## config.mk

```make
export PLATFORM = sky130hd
export DESIGN_NAME = software_timer_bank_unit
export DESIGN_NICKNAME = d
export VERILOG_FILES = /design/src/rtl/stb_pkg.sv /design/src/rtl/software_timer_bank_unit.sv /design/src/rtl/stb_ctrl.sv /design/src/rtl/stb_datapath.sv
export SDC_FILE = /design/constraint.sdc
export NUM_CORES = 2
export LEC_CHECK = 0
export BUFFER_PORTS_ARGS = -buffer_cell sky130_fd_sc_hd__buf_2
export CAP_MARGIN = 20
export CORE_ASPECT_RATIO = 1.25
export CORE_MARGIN = 2
export CORE_UTILIZATION = 30
export DETAILED_ROUTE_END_ITERATION = 7
export PLACE_DENSITY_LB_ADDON = 0.1
export SETUP_SLACK_MARGIN = 0.3
export SLEW_MARGIN = 20
export SYNTH_ARGS = -nofsm -noshare
export SYNTH_HDL_FRONTEND = slang
export SYNTH_SLANG_ARGS = --single-unit
```

## constraint.sdc

```tcl
create_clock -name clock -period 7.05 [get_ports clock]
set_input_delay 0.705 -clock clock [delete_from_list [all_inputs] [get_ports clock]]
set_output_delay 0.705 -clock clock [all_outputs]
set_load 0.01 [all_outputs]
```

## src/rtl/stb_pkg.sv

```systemverilog
package stb_pkg;

   localparam int NUM_TIMERS_DEF    = 16;
   localparam int FOREVER_LIMIT_DEF = 255;

   // request kinds
   localparam logic [2:0] KIND_TICK    = 3'd0;
   localparam logic [2:0] KIND_CREATE  = 3'd1;
   localparam logic [2:0] KIND_ALTER   = 3'd2;
   localparam logic [2:0] KIND_DELETE  = 3'd3;
   localparam logic [2:0] KIND_COLLECT = 3'd4;

   // result status codes
   localparam logic [1:0] ST_OK        = 2'd0;
   localparam logic [1:0] ST_NOT_FOUND = 2'd1;
   localparam logic [1:0] ST_FULL      = 2'd2;
   localparam logic [1:0] ST_NONE      = 2'd3;

   typedef struct packed {
      logic [2:0]  kind;
      logic [7:0]  timer_id;
      logic [15:0] interval;
      logic [15:0] lifecycle;
      logic        start_req;
   } req_type;

   typedef struct packed {
      logic [1:0] status;
      logic [4:0] timer_id_res;
      logic       retired;
      logic [4:0] timers_in_use;
      logic       last;
   } rsp_type;

   typedef enum logic [1:0] {
      ST_IDLE,
      ST_TICK,
      ST_COLLECT
   } ctl_state_type;

   typedef struct packed {
      logic sweep_step;
      logic tick_done;
      logic collect_step;
   } ctl_cmd_type;

   typedef struct packed {
      logic sweep_last;
      logic any_fire;
      logic fire_last;
   } ctl_sts_type;

endpackage

```

## src/rtl/software_timer_bank_unit.sv

```systemverilog
// Bank of NUM_TIMERS periodic timer slots, IDs 1..NUM_TIMERS.
// Request channel: present req_payload with start high; the beat is taken
// at a clock edge where start is high and busy is low.
// Kinds: tick, create, alter, delete, collect.
// Result channel: rsp_valid marks each result beat for exactly one cycle;
// the receiver cannot stall it. rsp_payload.last flags the final beat.
// Create, alter, delete, unused kinds and an empty collect answer in the
// cycle after the request; busy stays low and a new request may follow.
// Tick: the slot sweep reads one slot per cycle from the interval, repeat
// and counter memories and writes it back in the cycle after; busy stays
// high for the whole sweep and the result follows the last write-back.
// Collect with fired slots: one result per fired slot on consecutive
// cycles in ascending ID order, issued from the controller's collect state.
// Reset (synchronous) frees all slots and clears all pending marks; no
// clearing pass runs, the block takes requests right after reset.
module software_timer_bank_unit #(
   parameter int NUM_TIMERS    = stb_pkg::NUM_TIMERS_DEF,
   parameter int FOREVER_LIMIT = stb_pkg::FOREVER_LIMIT_DEF
) (
   input  logic             clock,
   input  logic             reset,
   input  logic             start,
   output logic             busy,
   input  stb_pkg::req_type req_payload,
   output logic             rsp_valid,
   output stb_pkg::rsp_type rsp_payload
);
   import stb_pkg::*;

   ctl_cmd_type cmd;
   ctl_sts_type sts;
   logic        accept;

   assign accept = start && !busy;

   stb_ctrl u_ctrl (
      .clock    (clock),
      .reset    (reset),
      .accept   (accept),
      .req_kind (req_payload.kind),
      .sts      (sts),
      .cmd      (cmd),
      .busy     (busy)
   );

   stb_datapath #(
      .NUM_TIMERS    (NUM_TIMERS),
      .FOREVER_LIMIT (FOREVER_LIMIT)
   ) u_datapath (
      .clock     (clock),
      .reset     (reset),
      .accept    (accept),
      .req       (req_payload),
      .cmd       (cmd),
      .sts       (sts),
      .rsp_valid (rsp_valid),
      .rsp       (rsp_payload)
   );

endmodule

```

## src/rtl/stb_ctrl.sv

```systemverilog
module stb_ctrl (
   input  logic                clock,
   input  logic                reset,
   input  logic                accept,
   input  logic [2:0]          req_kind,
   input  stb_pkg::ctl_sts_type sts,
   output stb_pkg::ctl_cmd_type cmd,
   output logic                busy
);
   import stb_pkg::*;

   ctl_state_type state_ff, state_in;

   // next state
   always_comb begin
      state_in = state_ff;
      case (state_ff)
         ST_IDLE: begin
            if (accept && req_kind == KIND_TICK) begin
               state_in = ST_TICK;
            end else if (accept && req_kind == KIND_COLLECT && sts.any_fire) begin
               state_in = ST_COLLECT;
            end
         end
         ST_TICK: begin
            if (sts.sweep_last) begin
               state_in = ST_IDLE;
            end
         end
         ST_COLLECT: begin
            if (sts.fire_last) begin
               state_in = ST_IDLE;
            end
         end
         default: state_in = ST_IDLE;
      endcase
   end

   // outputs
   always_comb begin
      cmd  = '0;
      busy = 1'b1;
      case (state_ff)
         ST_IDLE: busy = 1'b0;
         ST_TICK: begin
            cmd.sweep_step = 1'b1;
            cmd.tick_done  = sts.sweep_last;
         end
         ST_COLLECT: cmd.collect_step = 1'b1;
         default: busy = 1'b1;
      endcase
   end

   always_ff @(posedge clock) begin
      if (reset) begin
         state_ff <= ST_IDLE;
      end else begin
         state_ff <= state_in;
      end
   end

endmodule

```

## src/rtl/stb_datapath.sv

```systemverilog
module stb_datapath #(
   parameter int NUM_TIMERS    = stb_pkg::NUM_TIMERS_DEF,
   parameter int FOREVER_LIMIT = stb_pkg::FOREVER_LIMIT_DEF
) (
   input  logic                 clock,
   input  logic                 reset,
   input  logic                 accept,
   input  stb_pkg::req_type     req,
   input  stb_pkg::ctl_cmd_type cmd,
   output stb_pkg::ctl_sts_type sts,
   output logic                 rsp_valid,
   output stb_pkg::rsp_type     rsp
);
   import stb_pkg::*;

   localparam int IDX_W = (NUM_TIMERS > 1) ? $clog2(NUM_TIMERS) : 1;
   localparam int CNT_W = $clog2(NUM_TIMERS + 1);

   logic [NUM_TIMERS-1:0] valid_ff, valid_in, enabled_ff, enabled_in;
   logic [NUM_TIMERS-1:0] pending_ff, pending_in, rzero_ff, rzero_in;
   logic [CNT_W-1:0]      in_use_ff, in_use_in;
   logic [CNT_W-1:0]      idx_ff, idx_in;
   logic                  proc_vld_ff, proc_vld_in;
   logic [IDX_W-1:0]      proc_idx_ff, proc_idx_in;
   rsp_type               rsp_ff, rsp_in;
   logic                  rsp_valid_ff, rsp_valid_in;

   logic [15:0] int_mem [NUM_TIMERS];
   logic [15:0] rep_mem [NUM_TIMERS];
   logic [15:0] cnt_mem [NUM_TIMERS];
   logic [15:0] rd_int_ff, rd_rep_ff, rd_cnt_ff;
   logic [IDX_W-1:0] rd_addr;

   logic             int_we, rep_we, cnt_we;
   logic [IDX_W-1:0] int_wa, rep_wa, cnt_wa;
   logic [15:0]      int_wd, rep_wd, cnt_wd;

   logic             any_free;
   logic [IDX_W-1:0] free_idx;
   logic             id_ok, id_hit;
   logic [IDX_W-1:0] tgt_idx;
   logic [NUM_TIMERS-1:0] fire, gone, fire_rest;
   logic [CNT_W-1:0] gone_cnt;
   logic [IDX_W-1:0] fire_idx;
   logic             tp_act;
   logic [15:0]      new_rep;

   // lowest free slot
   always_comb begin
      any_free = 1'b0;
      free_idx = '0;
      for (int i = NUM_TIMERS - 1; i >= 0; i--) begin
         if (!valid_ff[i]) begin
            any_free = 1'b1;
            free_idx = IDX_W'(i);
         end
      end
   end

   // target lookup for alter and delete
   assign id_ok   = (req.timer_id != 8'd0) && (9'(req.timer_id) <= 9'(NUM_TIMERS));
   assign tgt_idx = IDX_W'(req.timer_id - 8'd1);
   assign id_hit  = id_ok && valid_ff[tgt_idx];

   // fired slots, retire count and lowest fired slot
   assign fire = valid_ff & enabled_ff & pending_ff;
   assign gone = fire & rzero_ff;
   always_comb begin
      gone_cnt = '0;
      fire_idx = '0;
      for (int i = 0; i < NUM_TIMERS; i++) begin
         gone_cnt = gone_cnt + CNT_W'(gone[i]);
      end
      for (int i = NUM_TIMERS - 1; i >= 0; i--) begin
         if (fire[i]) begin
            fire_idx = IDX_W'(i);
         end
      end
   end
   assign fire_rest = fire & ~(NUM_TIMERS'(1) << fire_idx);

   assign sts.sweep_last = (idx_ff == CNT_W'(NUM_TIMERS));
   assign sts.any_fire   = |fire;
   assign sts.fire_last  = (fire_rest == '0);

   // tick update for the slot whose data was read last cycle
   assign tp_act  = proc_vld_ff && valid_ff[proc_idx_ff] && enabled_ff[proc_idx_ff]
                    && !rzero_ff[proc_idx_ff];
   assign new_rep = (32'(rd_rep_ff) < FOREVER_LIMIT) ? rd_rep_ff - 16'd1 : rd_rep_ff;
   assign rd_addr = (idx_ff < CNT_W'(NUM_TIMERS)) ? IDX_W'(idx_ff) : '0;

   always_comb begin
      valid_in     = valid_ff;
      enabled_in   = enabled_ff;
      pending_in   = pending_ff;
      rzero_in     = rzero_ff;
      in_use_in    = in_use_ff;
      idx_in       = idx_ff;
      proc_vld_in  = 1'b0;
      proc_idx_in  = proc_idx_ff;
      rsp_in       = rsp_ff;
      rsp_valid_in = 1'b0;
      int_we = 1'b0; int_wa = free_idx; int_wd = req.interval;
      rep_we = 1'b0; rep_wa = free_idx; rep_wd = req.lifecycle;
      cnt_we = 1'b0; cnt_wa = free_idx; cnt_wd = 16'd0;

      // take a new request beat
      if (accept) begin
         rsp_in.status       = ST_OK;
         rsp_in.timer_id_res = 5'd0;
         rsp_in.retired      = 1'b0;
         rsp_in.last         = 1'b1;
         case (req.kind)
            KIND_TICK: idx_in = '0;
            KIND_CREATE: begin
               rsp_valid_in = 1'b1;
               if (any_free) begin
                  valid_in[free_idx]   = 1'b1;
                  enabled_in[free_idx] = req.start_req;
                  pending_in[free_idx] = 1'b0;
                  rzero_in[free_idx]   = (req.lifecycle == 16'd0);
                  int_we = 1'b1;
                  rep_we = 1'b1;
                  cnt_we = 1'b1;
                  in_use_in = in_use_ff + CNT_W'(1);
                  rsp_in.timer_id_res = 5'(32'(free_idx) + 1);
               end else begin
                  rsp_in.status = ST_FULL;
               end
            end
            KIND_ALTER: begin
               rsp_valid_in = 1'b1;
               if (id_hit) begin
                  rzero_in[tgt_idx] = (req.lifecycle == 16'd0);
                  int_we = 1'b1; int_wa = tgt_idx;
                  rep_we = 1'b1; rep_wa = tgt_idx;
                  cnt_we = 1'b1; cnt_wa = tgt_idx;
                  rsp_in.timer_id_res = 5'(req.timer_id);
               end else begin
                  rsp_in.status = ST_NOT_FOUND;
               end
            end
            KIND_DELETE: begin
               rsp_valid_in = 1'b1;
               if (id_hit) begin
                  valid_in[tgt_idx]   = 1'b0;
                  pending_in[tgt_idx] = 1'b0;
                  in_use_in = in_use_ff - CNT_W'(1);
                  rsp_in.timer_id_res = 5'(req.timer_id);
               end else begin
                  rsp_in.status = ST_NOT_FOUND;
               end
            end
            KIND_COLLECT: begin
               in_use_in = in_use_ff - gone_cnt;
               if (!(|fire)) begin
                  rsp_valid_in  = 1'b1;
                  rsp_in.status = ST_NONE;
               end
            end
            default: rsp_valid_in = 1'b1;
         endcase
      end

      // advance the slot sweep
      if (cmd.sweep_step) begin
         proc_vld_in = (idx_ff < CNT_W'(NUM_TIMERS));
         proc_idx_in = rd_addr;
         idx_in      = idx_ff + CNT_W'(1);
      end

      if (tp_act) begin
         if (rd_cnt_ff < rd_int_ff) begin
            cnt_we = 1'b1; cnt_wa = proc_idx_ff; cnt_wd = rd_cnt_ff + 16'd1;
         end else begin
            rep_we = 1'b1; rep_wa = proc_idx_ff; rep_wd = new_rep;
            rzero_in[proc_idx_ff]   = (new_rep == 16'd0);
            pending_in[proc_idx_ff] = 1'b1;
            if (new_rep != 16'd0) begin
               cnt_we = 1'b1; cnt_wa = proc_idx_ff; cnt_wd = 16'd0;
            end
         end
      end

      if (cmd.tick_done) begin
         rsp_valid_in        = 1'b1;
         rsp_in.status       = ST_OK;
         rsp_in.timer_id_res = 5'd0;
         rsp_in.retired      = 1'b0;
         rsp_in.last         = 1'b1;
      end

      // emit the lowest fired slot, retire it if exhausted
      if (cmd.collect_step) begin
         pending_in[fire_idx] = 1'b0;
         if (rzero_ff[fire_idx]) begin
            valid_in[fire_idx] = 1'b0;
         end
         rsp_valid_in        = 1'b1;
         rsp_in.status       = ST_OK;
         rsp_in.timer_id_res = 5'(32'(fire_idx) + 1);
         rsp_in.retired      = rzero_ff[fire_idx];
         rsp_in.last         = (fire_rest == '0);
      end

      rsp_in.timers_in_use = 5'(in_use_in);
   end

   // slot memories
   always_ff @(posedge clock) begin
      if (int_we) begin
         int_mem[int_wa] <= int_wd;
      end
      rd_int_ff <= int_mem[rd_addr];
   end

   always_ff @(posedge clock) begin
      if (rep_we) begin
         rep_mem[rep_wa] <= rep_wd;
      end
      rd_rep_ff <= rep_mem[rd_addr];
   end

   always_ff @(posedge clock) begin
      if (cnt_we) begin
         cnt_mem[cnt_wa] <= cnt_wd;
      end
      rd_cnt_ff <= cnt_mem[rd_addr];
   end

   always_ff @(posedge clock) begin
      if (reset) begin
         valid_ff     <= '0;
         enabled_ff   <= '0;
         pending_ff   <= '0;
         rzero_ff     <= '0;
         in_use_ff    <= '0;
         idx_ff       <= '0;
         proc_vld_ff  <= 1'b0;
         rsp_valid_ff <= 1'b0;
      end else begin
         valid_ff     <= valid_in;
         enabled_ff   <= enabled_in;
         pending_ff   <= pending_in;
         rzero_ff     <= rzero_in;
         in_use_ff    <= in_use_in;
         idx_ff       <= idx_in;
         proc_vld_ff  <= proc_vld_in;
         rsp_valid_ff <= rsp_valid_in;
      end
   end

   // hold payload
   always_ff @(posedge clock) begin
      proc_idx_ff <= proc_idx_in;
      rsp_ff      <= rsp_in;
   end

   assign rsp_valid = rsp_valid_ff;
   assign rsp       = rsp_ff;

endmodule

```

==> flow_results.org <==
** Outcome
- The flow ran to the end, and the final reports show no timing, DRC or antenna violations.

** Pwr
- For this design the static power due to leakage is 14.4 nW.
- Combinational logic is responsible for 3.9% of the overall power.
- Sequential cells account for 50.6% of the total power.
- The internal portion of the total power is 9.04 mW.
- In this run the power density over the cells is between 200 and 300 mW/mm^2.
- NetSw :: 2.59 mW
- Of the total power, the clock network draws 45.4%.
- Of the total power, the share spent switching nets is 22.3%.
- IR drop worst, VDD :: 0.177 mV

** Synthesis
- Async set-reset flop share out of synthesis :: 0%
- Yosys mapped a number of flops with a built-in enable equal to 779.
- Share of the synthesized netlist area taken by xor and xnor gates :: 0.697%
- Of the post-synthesis cell area, the part taken by muxes is under 10%.
- Synth Flop Type :: edfxtp_1
- Summing the areas of all compound-gate instances in the mapped netlist gives 13.0% of the synthesized area.
- Counting flops and latches in the post-synthesis netlist gives about 900.
- Syn Inst Count :: 3037
- Sequential cell area fraction in the yosys report :: 64.8%
- Number of distinct standard cells referenced by the synthesized netlist :: 87
- Post-Synthesis Cell Area :: 0.0402 mm^2
- The synthesized netlist devotes 7.65% of its cell area to simple gates.
- Each instance of the synthesized netlist takes up on average roughly 13 um^2.
- Synthesized-area fraction occupied by adder cells :: under 10%
- Synthesized net count :: 3151
- Largest family of logic cells by synthesized area :: compound AO/OA/AOI/OAI gates
- Yosys printed 0 warnings.

** Clock tree
- CTS saw 912 sinks.
- Clock Tree Root :: clkbuf_16
- The H-tree generated during clock tree synthesis spans 3 levels.
- Clock tree from TritonCTS :: built
- After clock tree synthesis, the repair step resized 0 gates.
- Clock latency of the later-clocked register in the worst-skew pair :: 0.73 ns
- Reg clk slew, reported paths :: 0.06 ns
- Clock tree synthesis inserted a total of 98 buffers.
- The clock passes through at most 3 buffers.
- In this run the post-CTS setup repair buffer count came out at 0.
- The number of hold buffers added after CTS was 0.

** Worst setup path
- WP buf/inv :: 3
- Critical path endpoint category :: register
- The worst setup path is of the reg -> reg kind.
- Maximum single-stage delay on the critical path :: 0.67 ns
- Counting stages on the worst path, the most repeated cell is fa_1.
- Highest net fanout along the worst path :: 10
- Top Family by Delay on Critical Path :: adder cells
- Startpoint types :: register
- Critical path required time :: about 7.6 ns
- The largest individual stage delay along the critical path comes from the cell fa_1.
- Data arrives at the worst endpoint at between 6 and 7 ns.
- Ordered cell list for the critical path :: and3_1 > and2_1 > fa_1 > fa_1 > inv_1 > ha_1 > or2_2 > fa_1 > fa_1 > inv_1 > fa_1 > inv_1 > fa_1 > a21o_1 > a21oi_1 > xnor2_1 > a221oi_1 > a21oi_1 > nor2_1 > a21oi_1

** Floorplanning
- 63 I/O pins were placed.
- The floorplan has 150 rows.
- Die outline area :: 0.137 mm^2
- Width of the chip :: 332 um
- The core region is 0.133 mm^2.
- Vertical die dimension :: 413 um
- Starting Density :: between 30% and 40%

** Timing
- Static timing analysis puts the maximum clock frequency at ~160 MHz.
- Final worst path period need :: 6.22 ns
- Between clock sinks in the finished design, the worst skew comes to 0.0395 ns.
- The final count of hold timing violations came to 0.
- Final Setup Violations :: 0
- Max transition margin :: 19.7%
- Period utilisation layout :: 88.2%
- Least-Margin Pin Slew :: 1.20 ns
- The number of max-slew violations in the final report is 0.
- In the final timing run, aggregate negative setup slack is 0 ns.
- Setup repair after global routing left no endpoint under its margin.

** GRT
- The via count of the first global-routing pass is between 20000 and 30000.
- Initial antenna violation count :: 4
- The first global-routing pass estimated between 200000 and 250000 um of wire.
- Global route overflow :: 0
- For this run, the total global-route usage over all layers was measured as 21.1%.
- Maximum number of pins on one net before global-route repair :: 110

** Place
- Area after DPL :: 0.0428 mm^2
- Final estimated routing congestion in global placement :: 0.932
- In this run the tool buffered the top-level ports with 62 buffer cells.
- After legalization and detailed placement, the total HPWL measured 93100 um.

** Route
- DR vias :: roughly 27000
- In this run the remaining antenna-violating nets after routing total 0.
- Number of DRC markers in iteration 0 :: 2123
- Summed over all layers, the routed wires come to 147000 um.
- Dividing the detail-routed wire length by the instance count gives roughly 30 um.
- Drc violations :: 0
- Routed vias/inst :: ~5.5
- Before antenna repair, the detailed router went through 8 iterations.

** Layout
- Summing all non-filler instances in the final layout gives an area of 0.0462 mm^2.
- Layout overhead on the synthesized area :: 14.8%
- Number of nets in the finished design :: 3201
- In the final layout, the share of cells above drive strength 1 is between 10 and 15%.
- Measured on the finished design, the core utilization comes to 34.6%.
- Filler cell count :: 12967

** Hold path
- Path type of the worst min-delay path :: in -> reg

** Job
- Across the run, the number of max-cap violations was 0.
==> sequential cells by signal (all words and copies together), names as in the netlist, 4 cells and up <==
register / cells
u_datapath.cnt_mem: 256
u_datapath.int_mem: 256
u_datapath.rep_mem: 256
u_datapath.enabled_ff: 16
u_datapath.pending_ff: 16
u_datapath.rd_cnt_ff: 16
u_datapath.rd_int_ff: 16
u_datapath.rd_rep_ff: 16
u_datapath.rzero_ff: 16
u_datapath.valid_ff: 16
u_datapath.rsp: 14
u_datapath.idx_ff: 5
u_datapath.in_use_ff: 5
u_datapath.proc_idx_ff: 4
==> per-layer routing <==
metal / up-vias / GRT usage, % / part of all wire, %
met2: 893 / 38.0 / 51
met5: - / 0 / 0.0089
met1: 13847 / 25.3 / 40
met4: 2 / 8.70 / 4.1
met3: 276 / 2.96 / 4.9
li1: 11901 / - / -
==> synthesized netlist by cell type (22+ instances only) <==
cell type	instances	area share (%)
nor2_1	196	1.8
o21ai_0	134	1.7
and3_1	28	0.44
and2_1	34	0.53
nand3_1	75	0.93
clkbuf_1	147	1.4
a32o_1	50	1.2
ha_1	47	1.5
dfxtp_1	133	6.6
buf_2	22	0.27
a221oi_1	64	1.4
mux2i_1	262	6.5
a21oi_1	227	2.8
buf_1	30	0.28
a211oi_1	27	0.50
inv_1	83	0.77
edfxtp_1	779	58
nor3_1	26	0.32
mux2_2	55	1.5
nand2_1	191	1.8
o221ai_1	101	2.2
==> cells by family after synthesis <==
logic type,Yosys count
XOR/XNOR,32
buffers and inverters,287
AO/OA/AOI/OAI,759
adder cells (fa/ha/maj),67
AND/OR/NAND/NOR,653
multiplexers,327
flip-flops,912
==> worst paths after layout <==
path                      startpoint                         to  slack (ns)  depth (start not counted)
max          u_datapath.valid_ff[11]          u_datapath.rsp[5]        0.83                         20
min                  req_payload[29]  u_datapath.int_mem[3][12]        0.36                          1
max reg2reg  u_datapath.valid_ff[11]          u_datapath.rsp[5]        0.83                         20
min reg2reg       u_datapath.rsp[12]         u_datapath.rsp[12]        0.49                          1
==> through the flow <==
stage	hold slack, ns	power [mW]	std cells	worst slack (ns)
finish	0.363	11.6	4924	0.833
global route	0.339	12.0	4920	0.492
CTS	0.308	11.8	4919	0.863
detailed placement	0.463	6.46	4734	0.898
global placement	0.462	6.46	4734	0.915
floorplan	0.445	6.26	3037	1.37
==> layout make-up <==
type	count	area (um^2)	share of cell area [%]
diodes	4	10.0	0.0217
clock buffers	148	2790	6.04
clock inverters	37	487	1.05
inverters	86	325	0.704
multi-input cells	1838	13300	28.8
flip-flops and latches	912	26100	56.4
well taps	1748	2190	4.74
repair buffers	151	998	2.16
==> power by group through the flow <==
stage	combinational (mW)	sequential, mW	clock (mW)
after floorplan	0.273	5.98	0
after global placement	0.459	6.00	0
after detailed placement	0.460	6.00	0
after CTS	0.462	5.89	5.42
after global routing	0.501	5.89	5.61
final	0.458	5.89	5.29
==> cell usage in the layout (no fill, tap or decap), types with 14 or more instances in the layout <==
cell       Yosys  layout
a21oi_1      227     218
a32o_1        50      50
o22ai_1       15      14
edfxtp_1     779     779
ha_1          47      47
clkbuf_16      0      99
o21ai_2        0      27
nand3_1       75      75
o221ai_1     101     101
xnor2_1       17      17
buf_2         22      62
nor4_1        15      15
nand2b_1      17      16
dfxtp_1      133     129
buf_4          0      87
nor3_1        26      25
mux2i_1      262     262
and3_1        28      28
a31oi_1       17      17
mux2_2        55      55
nor2_1       196     186
nand2_1      191     190
a221oi_1      64      64
nand4_1       15      15
clkbuf_1     147      36
xor2_1        15      15
nor2b_1       19      17
inv_1         83      83
fa_1          20      20
o21ai_0      134     117
a211oi_1      27      27
and2_1        34      34
Power figures use the tool's default switching activity.
